<file path="config.mk">
export PLATFORM = sky130hd
export DESIGN_NAME = pdp_ctrl
export DESIGN_NICKNAME = d
export VERILOG_FILES = /design/src/pdp_pkg.sv /design/src/pdp_ctrl.sv
export SDC_FILE = /design/constraint.sdc
export NUM_CORES = 1
export LEC_CHECK = 0
export ABC_CLOCK_PERIOD_IN_PS = 1300
export BUFFER_PORTS_ARGS = -buffer_cell sky130_fd_sc_hd__buf_2
export CORE_AREA = 2 2 39 41
export CTS_BUF_LIST = sky130_fd_sc_hd__clkbuf_16
export DETAILED_ROUTE_END_ITERATION = 10
export DIE_AREA = 0 0 41 43
export PLACE_DENSITY = 0.3
export RECOVER_POWER = 100
export SKIP_LAST_GASP = 1
export SLEW_MARGIN = 10
export SYNTH_ARGS = -nofsm -noshare
export SYNTH_HDL_FRONTEND = slang
export SYNTH_SLANG_ARGS = --single-unit
</file>
<file path="constraint.sdc">
create_clock -name clk -period 1.3 [get_ports clk]
set_input_delay 0.065 -clock clk [delete_from_list [all_inputs] [get_ports clk]]
set_output_delay 0.065 -clock clk [all_outputs]
set_load 0.01 [all_outputs]
</file>
<file path="src/pdp_pkg.sv">
// Shared types, constants and defaults for the peak detector and packetizer.
package pdp_pkg;

    localparam int WINDOW_DEPTH_DEF = 16;
    localparam int PACKET_MAX_DEF   = 32;

    localparam int SAMPLE_W   = 8;
    localparam int BYTE_W     = 8;
    localparam int GAP_W      = 8;
    localparam int LIMIT_W    = 6;
    localparam int CFG_IDX_W  = 2;
    localparam int CFG_DATA_W = 8;

    localparam logic [SAMPLE_W-1:0] THRESHOLD_RST  = 8'd120;
    localparam logic [GAP_W-1:0]    GAP_FIRST_RST  = 8'd48;
    localparam logic [GAP_W-1:0]    GAP_STEP_RST   = 8'd32;
    localparam logic [LIMIT_W-1:0]  MARKER_LIM_RST = 6'd10;

    localparam logic [BYTE_W-1:0] ZERO_MARKER = '0;

    typedef enum logic [CFG_IDX_W-1:0] {
        CFG_PEAK_THRESHOLD = 2'd0,
        CFG_GAP_FIRST      = 2'd1,
        CFG_GAP_STEP       = 2'd2,
        CFG_MARKER_LIMIT   = 2'd3
    } cfg_index_t;

    typedef enum logic [1:0] {
        ST_IDLE,
        ST_READ,
        ST_SHOW
    } state_t;

    // Controller to datapath.
    typedef struct packed {
        logic take;   // accept the sample request on the input channel
        logic read;   // fetch the next packet byte from the store
    } cmd_t;

    // Datapath to controller.
    typedef struct packed {
        logic close;  // the presented sample closes a non-empty packet
        logic last;   // the byte on display is the final one of the packet
    } status_t;

endpackage

</file>
<file path="src/pdp_ctrl.sv">
// Sequencer: takes samples, then drains a closed packet byte by byte.
module pdp_ctrl
    import pdp_pkg::*;
(
    input  logic    clk,
    input  logic    rst_n,
    input  logic    in_valid,
    output logic    in_ready,
    output logic    out_valid,
    input  logic    out_ready,
    input  status_t status,
    output cmd_t    cmd
);

    state_t state_reg;
    state_t state_next;

    always_ff @(posedge clk or negedge rst_n)
    begin
        if (!rst_n)
        begin
            state_reg <= ST_IDLE;
        end
        else
        begin
            state_reg <= state_next;
        end
    end

    always_comb
    begin
        state_next = state_reg;
        cmd        = '0;
        in_ready   = 1'b0;
        out_valid  = 1'b0;
        case (state_reg)
            ST_IDLE:
            begin
                in_ready = 1'b1;
                cmd.take = in_valid;
                if (in_valid && status.close)
                begin
                    state_next = ST_READ;
                end
            end
            ST_READ:
            begin
                cmd.read   = 1'b1;
                state_next = ST_SHOW;
            end
            ST_SHOW:
            begin
                out_valid = 1'b1;
                if (out_ready)
                begin
                    state_next = status.last ? ST_IDLE : ST_READ;
                end
            end
            default:
            begin
                state_next = ST_IDLE;
            end
        endcase
    end

endmodule

</file>
==> metrics <==
run status=complete, no violations; Avg Cell Area, Syn=10.12 sq um; hold crit path type=input port to register; Synthesis Warnings=0; met3 Resource Use GR=about 4.7%; core area=1384 sq um; critical path class=register to output pin; pwr/cell area=2756 nW/um^2; slowest stage delay, CP=370 ps; Detail Route Antenna Nets=0; Post-Syn Instances=11; sequential share of the synthesized area=44.94%; hold_ws=99.16 ps; met2 Use GR=5.000%; Worst IR Drop VDD=533.0 uV; fin crit period=about 1100 ps; Hold Path Depth=2; # DRC=0; chip height=43 um; Diodes inserted=0; gpl congestion=~0.44; slowest CP cell=dfrtp_1; R2R Path Start=state_reg[1]; gr usage total=4.618%; CTS tree=yes; die footprint=1763 sq um; fin area=246.5 sq um; Critical Path Fanout Max=3; Crit. End Element=output pin; IO buf count=9; Ports=10; max cap viols=0; placed cell areas=around 170 sq um; startpoint type of the worst setup path=register; postcts setup bufs=0; Critical Path, Cell by Cell=nor2_1, and2_0, buf_2; total grt overflow=0; crit path DAT=1030 ps; H-tree depth=1; Seq cells post-synth=2; share of cells above drive strength 1=39.13%; Routed WL per cell=between 7 and 8 um; via/cell ratio=around 3.1; asr flop ratio synth=100.0%; utilization after layout=~18%; number of cell rows=14; clk buf depth=2; top_reg_cell synth=dfrtp_1; Fin Setup TNS=0 ps; GRT Max-Usage Layer=met4; WHS Endpoint=state_reg[0]; reg-to-reg endpoint=state_reg[0]; cell accounting for the most synthesized area=dfrtp_1; FMAX=between 900 and 1000 MHz; initial DRC count=0; Initial Util=8.047%; R2R setup slack=roughly 430 ps; Final period util=between 80 and 90%; CTS Buf Count=3; Synth area leaders=dfrtp_1, nor2b_1, a32o_2; synthesized cell area=about 110 sq um; Hold Vio Cnt, Final=0; Critical Path RT=1240 ps; total length of routed wires=approximately 300 um; GR Layer Usage met1=under 10%; Leak=0.0001259 uW; CTS Root Buffer Type=clkbuf_16; Post-synth EDFFs=0; hold_sp=status[1]; clk_lat worst skew=220 ps; relative slew slack=87.24%; Largest register FFs=2; syn nets=17; vias in the first global route=119; worst slew pin tran=191.1 ps; CP delay by family, top=flip-flops; RSZ-0062 raised after global routing=false; Area growth syn-to-layout=121.3%; share of the synthesized area in the top cell type=44.94%; clock slew at reported path FFs=30 ps; Yosys cell types=9; Bufs and invs on worst path=1; Final Setup Violations=0; clock sinks=2; first-pass GRT wire length=448 um; antenna violations before repair=0; r2r worst-path depth=2; Layout Nets=31; die width=roughly 40 um; Pre-antenna DRT Iters=1; Tot Pwr=approximately 680 uW; largest net degree at the start of global routing=4; fin. max-slew vios=0; total number of vias=120; Final Skew=0.1623 ps; Synth top cells by count=dfrtp_1, nor2b_1
[area by class of cell]
type / count / area (sq um)
repair buffers: 10 / 50.05
clock buffers: 3 / 75.07
well taps: 16 / 20.02
multi-input cells: 7 / 47.55
inverters: 1 / 3.754
fillers: 158 / 1137
flip-flops and latches: 2 / 50.05
[cells in the final DEF (no fill, tap or decap), drive strengths merged]
cell type / instances
and2: 1
dfrtp: 2
nor2b: 3
a21o: 1
clkbuf: 7
buf: 5
inv: 1
nor2: 1
a32o: 1
dlygate4sd3: 1
[through the flow]
step / setup slack [ps] / std cells
2_1_floorplan: 411.7 / 11
3_3_place_gp: 424.2 / 35
3_5_place_dp: 424.0 / 35
4_1_cts: 192.6 / 39
5_1_grt: 128.4 / 39
6_report: 207.6 / 39
[worst reg2reg max path, stage by stage, from the launching register on]
cell and delay [ps]:
dfrtp_1 380, nor2b_1 160, a32o_2 220
[worst max-delay path by stage]
| stage | endpoint | cells after the start | start | slack [ps] |
|---|---|---|---|---|
| after floorplan | cmd[1] | 2 | state_reg[0] | 410 |
| after global placement | cmd[1] | 3 | state_reg[0] | 420 |
| after detailed placement | cmd[1] | 3 | state_reg[0] | 420 |
| after CTS | cmd[1] | 3 | state_reg[0] | 190 |
| after global routing | cmd[1] | 3 | state_reg[0] | 130 |
| final | cmd[1] | 3 | state_reg[0] | 210 |
[logic make-up (layout without fill, tap and decap cells)]
| group | after synthesis | after routing | share of synthesized area, % |
|---|---|---|---|
| compound gates | 2 | 2 | 16.86 |
| buf+inv | 2 | 14 | 10.11 |
| simple gates | 5 | 5 | 28.09 |
| flops | 2 | 2 | 44.95 |
[routing by layer]
metal / wire length, um / part of all wire (%) / vias up
met2: 123 / 41 / 8
li1: - / - / 60
met1: 115 / 38 / 52
met5: 0 / 0 / -
met4: 0 / 0 / 0
met3: 64 / 21 / 0
[power breakdown]
group	internal, uW	switching (uW)	leakage [uW]
clock network	391	64.2	0.0000370
logic	57.6	71.0	0.0000628
registers	82.5	13.5	0.0000261
[repair_timing]
| item | in CTS | in global routing |
|---|---|---|
| hold buffers | 1 | 0 |
| resized for setup | 0 | 0 |
| hold endpoints to repair | 2 | 0 |
No activity file was read; power rests on OpenSTA's default activity.
