**config.mk**
```make
export PLATFORM = sky130hd
export DESIGN_NAME = pdp_datapath
export DESIGN_NICKNAME = d
export VERILOG_FILES = /design/src/pdp_pkg.sv /design/src/pdp_ram.sv /design/src/pdp_datapath.sv
export SDC_FILE = /design/constraint.sdc
export NUM_CORES = 1
export LEC_CHECK = 0
export BUFFER_PORTS_ARGS = -buffer_cell sky130_fd_sc_hd__buf_4
export CAP_MARGIN = 20
export CELL_PAD_IN_SITES_DETAIL_PLACEMENT = 0
export CELL_PAD_IN_SITES_GLOBAL_PLACEMENT = 1
export CORE_UTILIZATION = 45
export CTS_BUF_LIST = sky130_fd_sc_hd__clkbuf_4 sky130_fd_sc_hd__clkbuf_8
export CTS_CLUSTER_DIAMETER = 60
export DETAILED_ROUTE_END_ITERATION = 10
export HOLD_SLACK_MARGIN = 0.06
export PLACE_DENSITY = 0.75
export SETUP_SLACK_MARGIN = 0.3
export SLEW_MARGIN = 0
export SYNTH_ARGS = -nofsm -noshare
export SYNTH_HDL_FRONTEND = slang
export SYNTH_SLANG_ARGS = --single-unit
```
**constraint.sdc**
```tcl
create_clock -name clk -period 6.06 [get_ports clk]
set_clock_uncertainty 0.2 [all_clocks]
set_input_delay 0.606 -clock clk [delete_from_list [all_inputs] [get_ports clk]]
set_output_delay 0.606 -clock clk [all_outputs]
set_load 0.005 [all_outputs]
```
**src/pdp_pkg.sv**
```systemverilog
// Shared types, constants and defaults for the peak detector and packetizer.
package pdp_pkg;

    localparam int WINDOW_DEPTH_DEF = 16;
    localparam int PACKET_MAX_DEF   = 32;

    localparam int SAMPLE_W   = 8;
    localparam int BYTE_W     = 8;
    localparam int GAP_W      = 8;
    localparam int LIMIT_W    = 6;
    localparam int CFG_IDX_W  = 2;
    localparam int CFG_DATA_W = 8;

    localparam logic [SAMPLE_W-1:0] THRESHOLD_RST  = 8'd120;
    localparam logic [GAP_W-1:0]    GAP_FIRST_RST  = 8'd48;
    localparam logic [GAP_W-1:0]    GAP_STEP_RST   = 8'd32;
    localparam logic [LIMIT_W-1:0]  MARKER_LIM_RST = 6'd10;

    localparam logic [BYTE_W-1:0] ZERO_MARKER = '0;

    typedef enum logic [CFG_IDX_W-1:0] {
        CFG_PEAK_THRESHOLD = 2'd0,
        CFG_GAP_FIRST      = 2'd1,
        CFG_GAP_STEP       = 2'd2,
        CFG_MARKER_LIMIT   = 2'd3
    } cfg_index_t;

    typedef enum logic [1:0] {
        ST_IDLE,
        ST_READ,
        ST_SHOW
    } state_t;

    // Controller to datapath.
    typedef struct packed {
        logic take;   // accept the sample request on the input channel
        logic read;   // fetch the next packet byte from the store
    } cmd_t;

    // Datapath to controller.
    typedef struct packed {
        logic close;  // the presented sample closes a non-empty packet
        logic last;   // the byte on display is the final one of the packet
    } status_t;

endpackage

```
**src/pdp_ram.sv**
```systemverilog
// Generic single-write, single-read RAM with registered read data.
module pdp_ram #(
    parameter int WIDTH = 8,
    parameter int DEPTH = 32
) (
    input  logic                     clk,
    input  logic                     we,
    input  logic [$clog2(DEPTH)-1:0] waddr,
    input  logic [WIDTH-1:0]         wdata,
    input  logic                     re,
    input  logic [$clog2(DEPTH)-1:0] raddr,
    output logic [WIDTH-1:0]         rdata
);

    logic [WIDTH-1:0] mem [DEPTH];

    always_ff @(posedge clk)
    begin
        if (we)
        begin
            mem[waddr] <= wdata;
        end
        if (re)
        begin
            rdata <= mem[raddr];
        end
    end

endmodule

```
**src/pdp_datapath.sv**
```systemverilog
// Window tracking, gap counting, packet store and readout registers.
module pdp_datapath
    import pdp_pkg::*;
#(
    parameter int WINDOW_DEPTH = WINDOW_DEPTH_DEF,
    parameter int PACKET_MAX   = PACKET_MAX_DEF
) (
    input  logic                  clk,
    input  logic                  rst_n,
    input  cmd_t                  cmd,
    output status_t               status,
    input  logic [SAMPLE_W-1:0]   sample,
    input  logic                  cfg_we,
    input  logic [CFG_IDX_W-1:0]  cfg_index,
    input  logic [CFG_DATA_W-1:0] cfg_data,
    output logic [BYTE_W-1:0]     out_byte,
    output logic                  out_last
);

    localparam int RP_W  = $clog2(WINDOW_DEPTH);
    localparam int AW    = $clog2(PACKET_MAX);
    localparam int CW    = $clog2(PACKET_MAX + 1);
    localparam int CMP_W = (CW > LIMIT_W) ? CW : LIMIT_W;

    // configuration
    logic [SAMPLE_W-1:0] threshold_reg;
    logic [GAP_W-1:0]    gap_first_reg;
    logic [GAP_W-1:0]    gap_step_reg;
    logic [LIMIT_W-1:0]  marker_limit_reg;

    // window state; the candidate value mirrors its ring slot
    logic [RP_W-1:0]     ring_pos_reg;
    logic                cand_valid_reg;
    logic [RP_W-1:0]     cand_pos_reg;
    logic [SAMPLE_W-1:0] cand_val_reg;

    // packet state
    logic [CW-1:0]       fill_reg;
    logic [GAP_W-1:0]    gap_reg;
    logic [CW-1:0]       marker_reg;
    logic [CW-1:0]       emit_len_reg;
    logic [CW-1:0]       rd_addr_reg;
    logic                last_reg;

    logic                released;
    logic                cand_kept;
    logic                new_cand;
    logic [RP_W-1:0]     ring_pos_next;
    logic                cand_valid_next;
    logic [CW-1:0]       fill_next;
    logic [GAP_W-1:0]    gap_next;
    logic [CW-1:0]       marker_next;
    logic                close_any;
    logic [CW-1:0]       close_len;
    logic                st_we;
    logic [BYTE_W-1:0]   st_wdata;
    logic [GAP_W-1:0]    gap_inc;
    logic [CW-1:0]       fill_inc;
    logic [CW-1:0]       marker_inc;
    logic [CW-1:0]       rd_addr_inc;

    always_ff @(posedge clk or negedge rst_n)
    begin
        if (!rst_n)
        begin
            threshold_reg    <= THRESHOLD_RST;
            gap_first_reg    <= GAP_FIRST_RST;
            gap_step_reg     <= GAP_STEP_RST;
            marker_limit_reg <= MARKER_LIM_RST;
        end
        else if (cfg_we)
        begin
            case (cfg_index_t'(cfg_index))
                CFG_PEAK_THRESHOLD: threshold_reg    <= cfg_data;
                CFG_GAP_FIRST:      gap_first_reg    <= cfg_data;
                CFG_GAP_STEP:       gap_step_reg     <= cfg_data;
                CFG_MARKER_LIMIT:   marker_limit_reg <= cfg_data[LIMIT_W-1:0];
                default:            ;
            endcase
        end
    end

    // window stage
    always_comb
    begin
        released  = cand_valid_reg && (cand_pos_reg == ring_pos_reg);
        cand_kept = cand_valid_reg && !released;
        new_cand  = cand_kept ? (sample > cand_val_reg) : (sample > threshold_reg);
        cand_valid_next = cand_kept || new_cand;
        ring_pos_next   = (ring_pos_reg == RP_W'(WINDOW_DEPTH - 1)) ? '0 : ring_pos_reg + 1'b1;
    end

    // packet stage
    always_comb
    begin
        gap_inc    = gap_reg + 1'b1;
        fill_inc   = fill_reg + 1'b1;
        marker_inc = marker_reg + 1'b1;
        fill_next   = fill_reg;
        gap_next    = gap_reg;
        marker_next = marker_reg;
        close_any   = 1'b0;
        close_len   = '0;
        st_we       = 1'b0;
        st_wdata    = cand_val_reg;
        if (released)
        begin
            st_we       = 1'b1;
            fill_next   = fill_inc;
            gap_next    = '0;
            marker_next = '0;
            if (fill_inc == CW'(PACKET_MAX))
            begin
                close_any = 1'b1;
                close_len = fill_inc;
                fill_next = '0;
            end
        end
        else if (fill_reg != '0)
        begin
            gap_next = gap_inc;
            if (gap_inc >= gap_first_reg)
            begin
                st_we       = 1'b1;
                st_wdata    = ZERO_MARKER;
                fill_next   = fill_inc;
                gap_next    = gap_inc - gap_step_reg;
                marker_next = marker_inc;
                if ((CMP_W'(marker_inc) == CMP_W'(marker_limit_reg)) ||
                    (fill_inc == CW'(PACKET_MAX)))
                begin
                    // drop the trailing markers
                    close_any   = 1'b1;
                    close_len   = fill_inc - marker_inc;
                    fill_next   = '0;
                    gap_next    = '0;
                    marker_next = '0;
                end
            end
        end
    end

    assign status.close = close_any && (close_len != '0);
    assign status.last  = last_reg;
    assign rd_addr_inc  = rd_addr_reg + 1'b1;

    always_ff @(posedge clk or negedge rst_n)
    begin
        if (!rst_n)
        begin
            ring_pos_reg   <= '0;
            cand_valid_reg <= 1'b0;
            cand_pos_reg   <= '0;
            fill_reg       <= '0;
            gap_reg        <= '0;
            marker_reg     <= '0;
            emit_len_reg   <= '0;
            rd_addr_reg    <= '0;
        end
        else
        begin
            if (cmd.take)
            begin
                ring_pos_reg   <= ring_pos_next;
                cand_valid_reg <= cand_valid_next;
                if (new_cand)
                begin
                    cand_pos_reg <= ring_pos_reg;
                end
                fill_reg   <= fill_next;
                gap_reg    <= gap_next;
                marker_reg <= marker_next;
                if (status.close)
                begin
                    emit_len_reg <= close_len;
                    rd_addr_reg  <= '0;
                end
            end
            else if (cmd.read)
            begin
                rd_addr_reg <= rd_addr_inc;
            end
        end
    end

    always_ff @(posedge clk)
    begin
        if (cmd.take && new_cand)
        begin
            cand_val_reg <= sample;
        end
        if (cmd.read)
        begin
            last_reg <= (rd_addr_inc == emit_len_reg);
        end
    end

    pdp_ram #(
        .WIDTH (BYTE_W),
        .DEPTH (PACKET_MAX)
    ) u_store (
        .clk   (clk),
        .we    (cmd.take && st_we),
        .waddr (fill_reg[AW-1:0]),
        .wdata (st_wdata),
        .re    (cmd.read),
        .raddr (rd_addr_reg[AW-1:0]),
        .rdata (out_byte)
    );

    assign out_last = last_reg;

endmodule

```
==> run metrics <==
hold violation total from the final report 0; initial antenna violation count 0; Die W 187.1 um; setup TNS 0 ns; core area 0.03362 sq mm; EDFF count, synth 273; vias in the first global route 9,107; dominant synthesized flop cell edfxtp_1; routed len/inst ~22 um; Netlist Area Pre-Place 0.01542 sq mm; commonest cells in the synthesized netlist 273 x edfxtp_1, 76 x nand2_1, 64 x o21ai_0; hold path endpoint u_store.rdata[6]; M2 GR Usage 0.3479; Starting Density 0.4586; met3 Use GR 0.03377; Post-synth ARST share 0.2064; worst-path maximum fanout 10; Tmin final 4.686 ns; synthesized area per cell ~15 sq um; worst hold path class in -> reg; final slew viol count 0; ant diodes 0; most area-consuming cells after synthesis edfxtp_1 53%, dfrtp_1 10%, mux4_2 4.7%, ha_1 3.6%, mux2_2 3.5%; Via Count 9,198; Cell variety after synth 67; TritonCTS Buffers 56; I/O Pins 34; relative slew slack 0.2606; Seq/Total Area, Yosys 0.6477; post_cts resized 0; Die H 187.1 um; largest net degree at the start of global routing 72; RSZ-0062 raised after global routing false; CTS Sinks ~340; PwrDens 475.4 mW/mm^2; Leak around 6.4 nW; Worst-Skew Late Latency 0.61 ns; Arrival @ worst endpoint 3.88 ns; Post-CTS Setup Bufs 0; GRT overflow 0; met1 Use GR 0.2848; CTS tree done; post-DP HPWL 23,350 um; Net Count, Synth 1,131; largest register by flop count u_store.mem; final WL 36,140 um; IO buf count 33; CP Capture Type output pin; max reg flops around 260; CTS clk-pin slew, worst paths 0.06 ns; yosys warns 0; Final setup violation count 0; Hold Crit Start cmd[0]; first-pass iteration count of the detailed router 5; Fmax ~0.21 GHz; htree depth 2; worst-margin pin slew about 1.1 ns; share of Yosys cell area claimed by the top area cell type 0.5317; CTS Hold Bufs 17; clock root buffer clkbuf_8; GPL Wtd Cong roughly 0.86; top-count cell post-synth edfxtp_1; hold_ws 0.1597 ns; DRT antenna net count 0; Worst R2R Setup Slack 1.80 ns; Max Cap Viol 0; layout cells sized above 1 0.2205; Filler Cell Count 2,816; clk buf depth 3; Global Route Usage Sum 0.2094; CP startpoint gap_reg[0]; Area Growth Syn to Fin 13.90%; WS Path Type reg -> out; first-pass GRT wire length 55,030 um; num rows 67; DRC errors left 0; Layout Nets approximately 1,200; Worst Reg2Reg Path Length in Cells 12; DIE AREA roughly 0.035 sq mm; final period utilization 0.7733; Layout Utilization 0.5224; Peak VDD IR between 0.0003 and 0.0004 V; most used routing layer met2; CP required about 5.3 ns; status completed; vias per inst about 5.6; Starting DRT DRC Count between 600 and 700; post-synthesis register bit count roughly 340; Hold Crit Depth 1; cell count after synthesis 1,062; Worst setup SP type flip-flop; leading area contributor after synthesis edfxtp_1; reg2reg start gap_reg[0]; RR Endpoint u_store.mem[22][7]
per-layer routing:
layer,part of all wire,vias up
met5,0,-
met4,0.020,0
met3,0.053,55
met2,0.49,299
met1,0.44,4623
li1,-,4221
cell usage in the layout, fill, tap and decap left out, types with 4 or more instances in the layout:
master and n:
inv_1 41, nor3_1 10, and3_1 11, a21oi_2 7
a21o_1 9, nand2_1 76, clkbuf_4 17, edfxtp_1 273
nor2b_1 9, a21oi_1 36, xor2_1 16, o221ai_1 24
nand4_1 6, dfrtp_1 61, ha_1 44, dlygate4sd3_1 17
nor2_1 63, mux4_2 32, mux2i_1 52, nand3b_1 5
clkbuf_8 58, xnor2_1 19, clkinv_1 7, mux2_2 48
nand3_1 17, o22ai_1 9, dfstp_2 9, buf_4 47
o21a_1 8, a211oi_1 4, clkinv_2 13, bufinv_16 5
o21ai_0 64
logic make-up (layout without fill, tap and decap cells):
group | count (synthesis) | in the layout | synth area share
flops | 344 | 344 | 0.6477
simple gates | 225 | 225 | 0.06996
compound gates | 191 | 191 | 0.07970
mux | 133 | 133 | 0.1165
buf+inv | 84 | 210 | 0.02199
fa+ha+maj | 46 | 46 | 0.03831
xor+xnor | 39 | 39 | 0.02589
stage by stage:
step	std cells	cell area, sq um	power (W)	setup slack [ns]
after floorplan	1062	15420	0.005246	2.638
after global placement	1514	16180	0.006186	1.977
after detailed placement	1514	16180	0.006218	1.859
after CTS	1636	17560	0.008402	1.349
after global routing	1636	17560	0.008782	1.068
final	1636	17560	0.008349	1.374
layout make-up:
cell class,instances,area [sq um],share of cell area
well taps,448,560.5,0.03192
clock inverters,30,287.8,0.01639
multi-input cells,634,5120,0.2916
clock buffers,75,925.9,0.05273
repair buffers,64,523.0,0.02978
flip-flops and latches,344,9990,0.5689
inverters,41,153.9,0.008764
worst max-delay path by stage:
stage	to	slack, ns	cells after the start
6_report	status[1]	1.37	13
5_1_grt	status[1]	1.07	13
4_1_cts	status[1]	1.35	13
3_5_place_dp	u_store.mem[22][5]	1.86	12
3_3_place_gp	u_store.mem[22][6]	1.98	12
2_1_floorplan	u_store.mem[10][0]	2.64	13
power breakdown:
group          total, W  switching (W)  internal (W)  leakage (nW)
Clock           0.00217       0.000947       0.00122         0.644
Combinational   0.00284        0.00175       0.00109          2.45
Sequential      0.00334       0.000262       0.00308          3.34
worst max-delay path, cell delays in order, from the launching register on:
cell and delay, ns:
dfrtp_1 0.46, and3_1 0.18, nand3_1 0.12, nor2_1 0.15, xor2_1 0.26, ha_1 0.19
nand2_1 0.07, nor3_1 0.25, a21o_1 0.50, nand2_1 0.21, or3_4 0.46, nand2_1 0.09
and3_1 0.20, buf_4 0.12
Power figures use the tool's default switching activity.
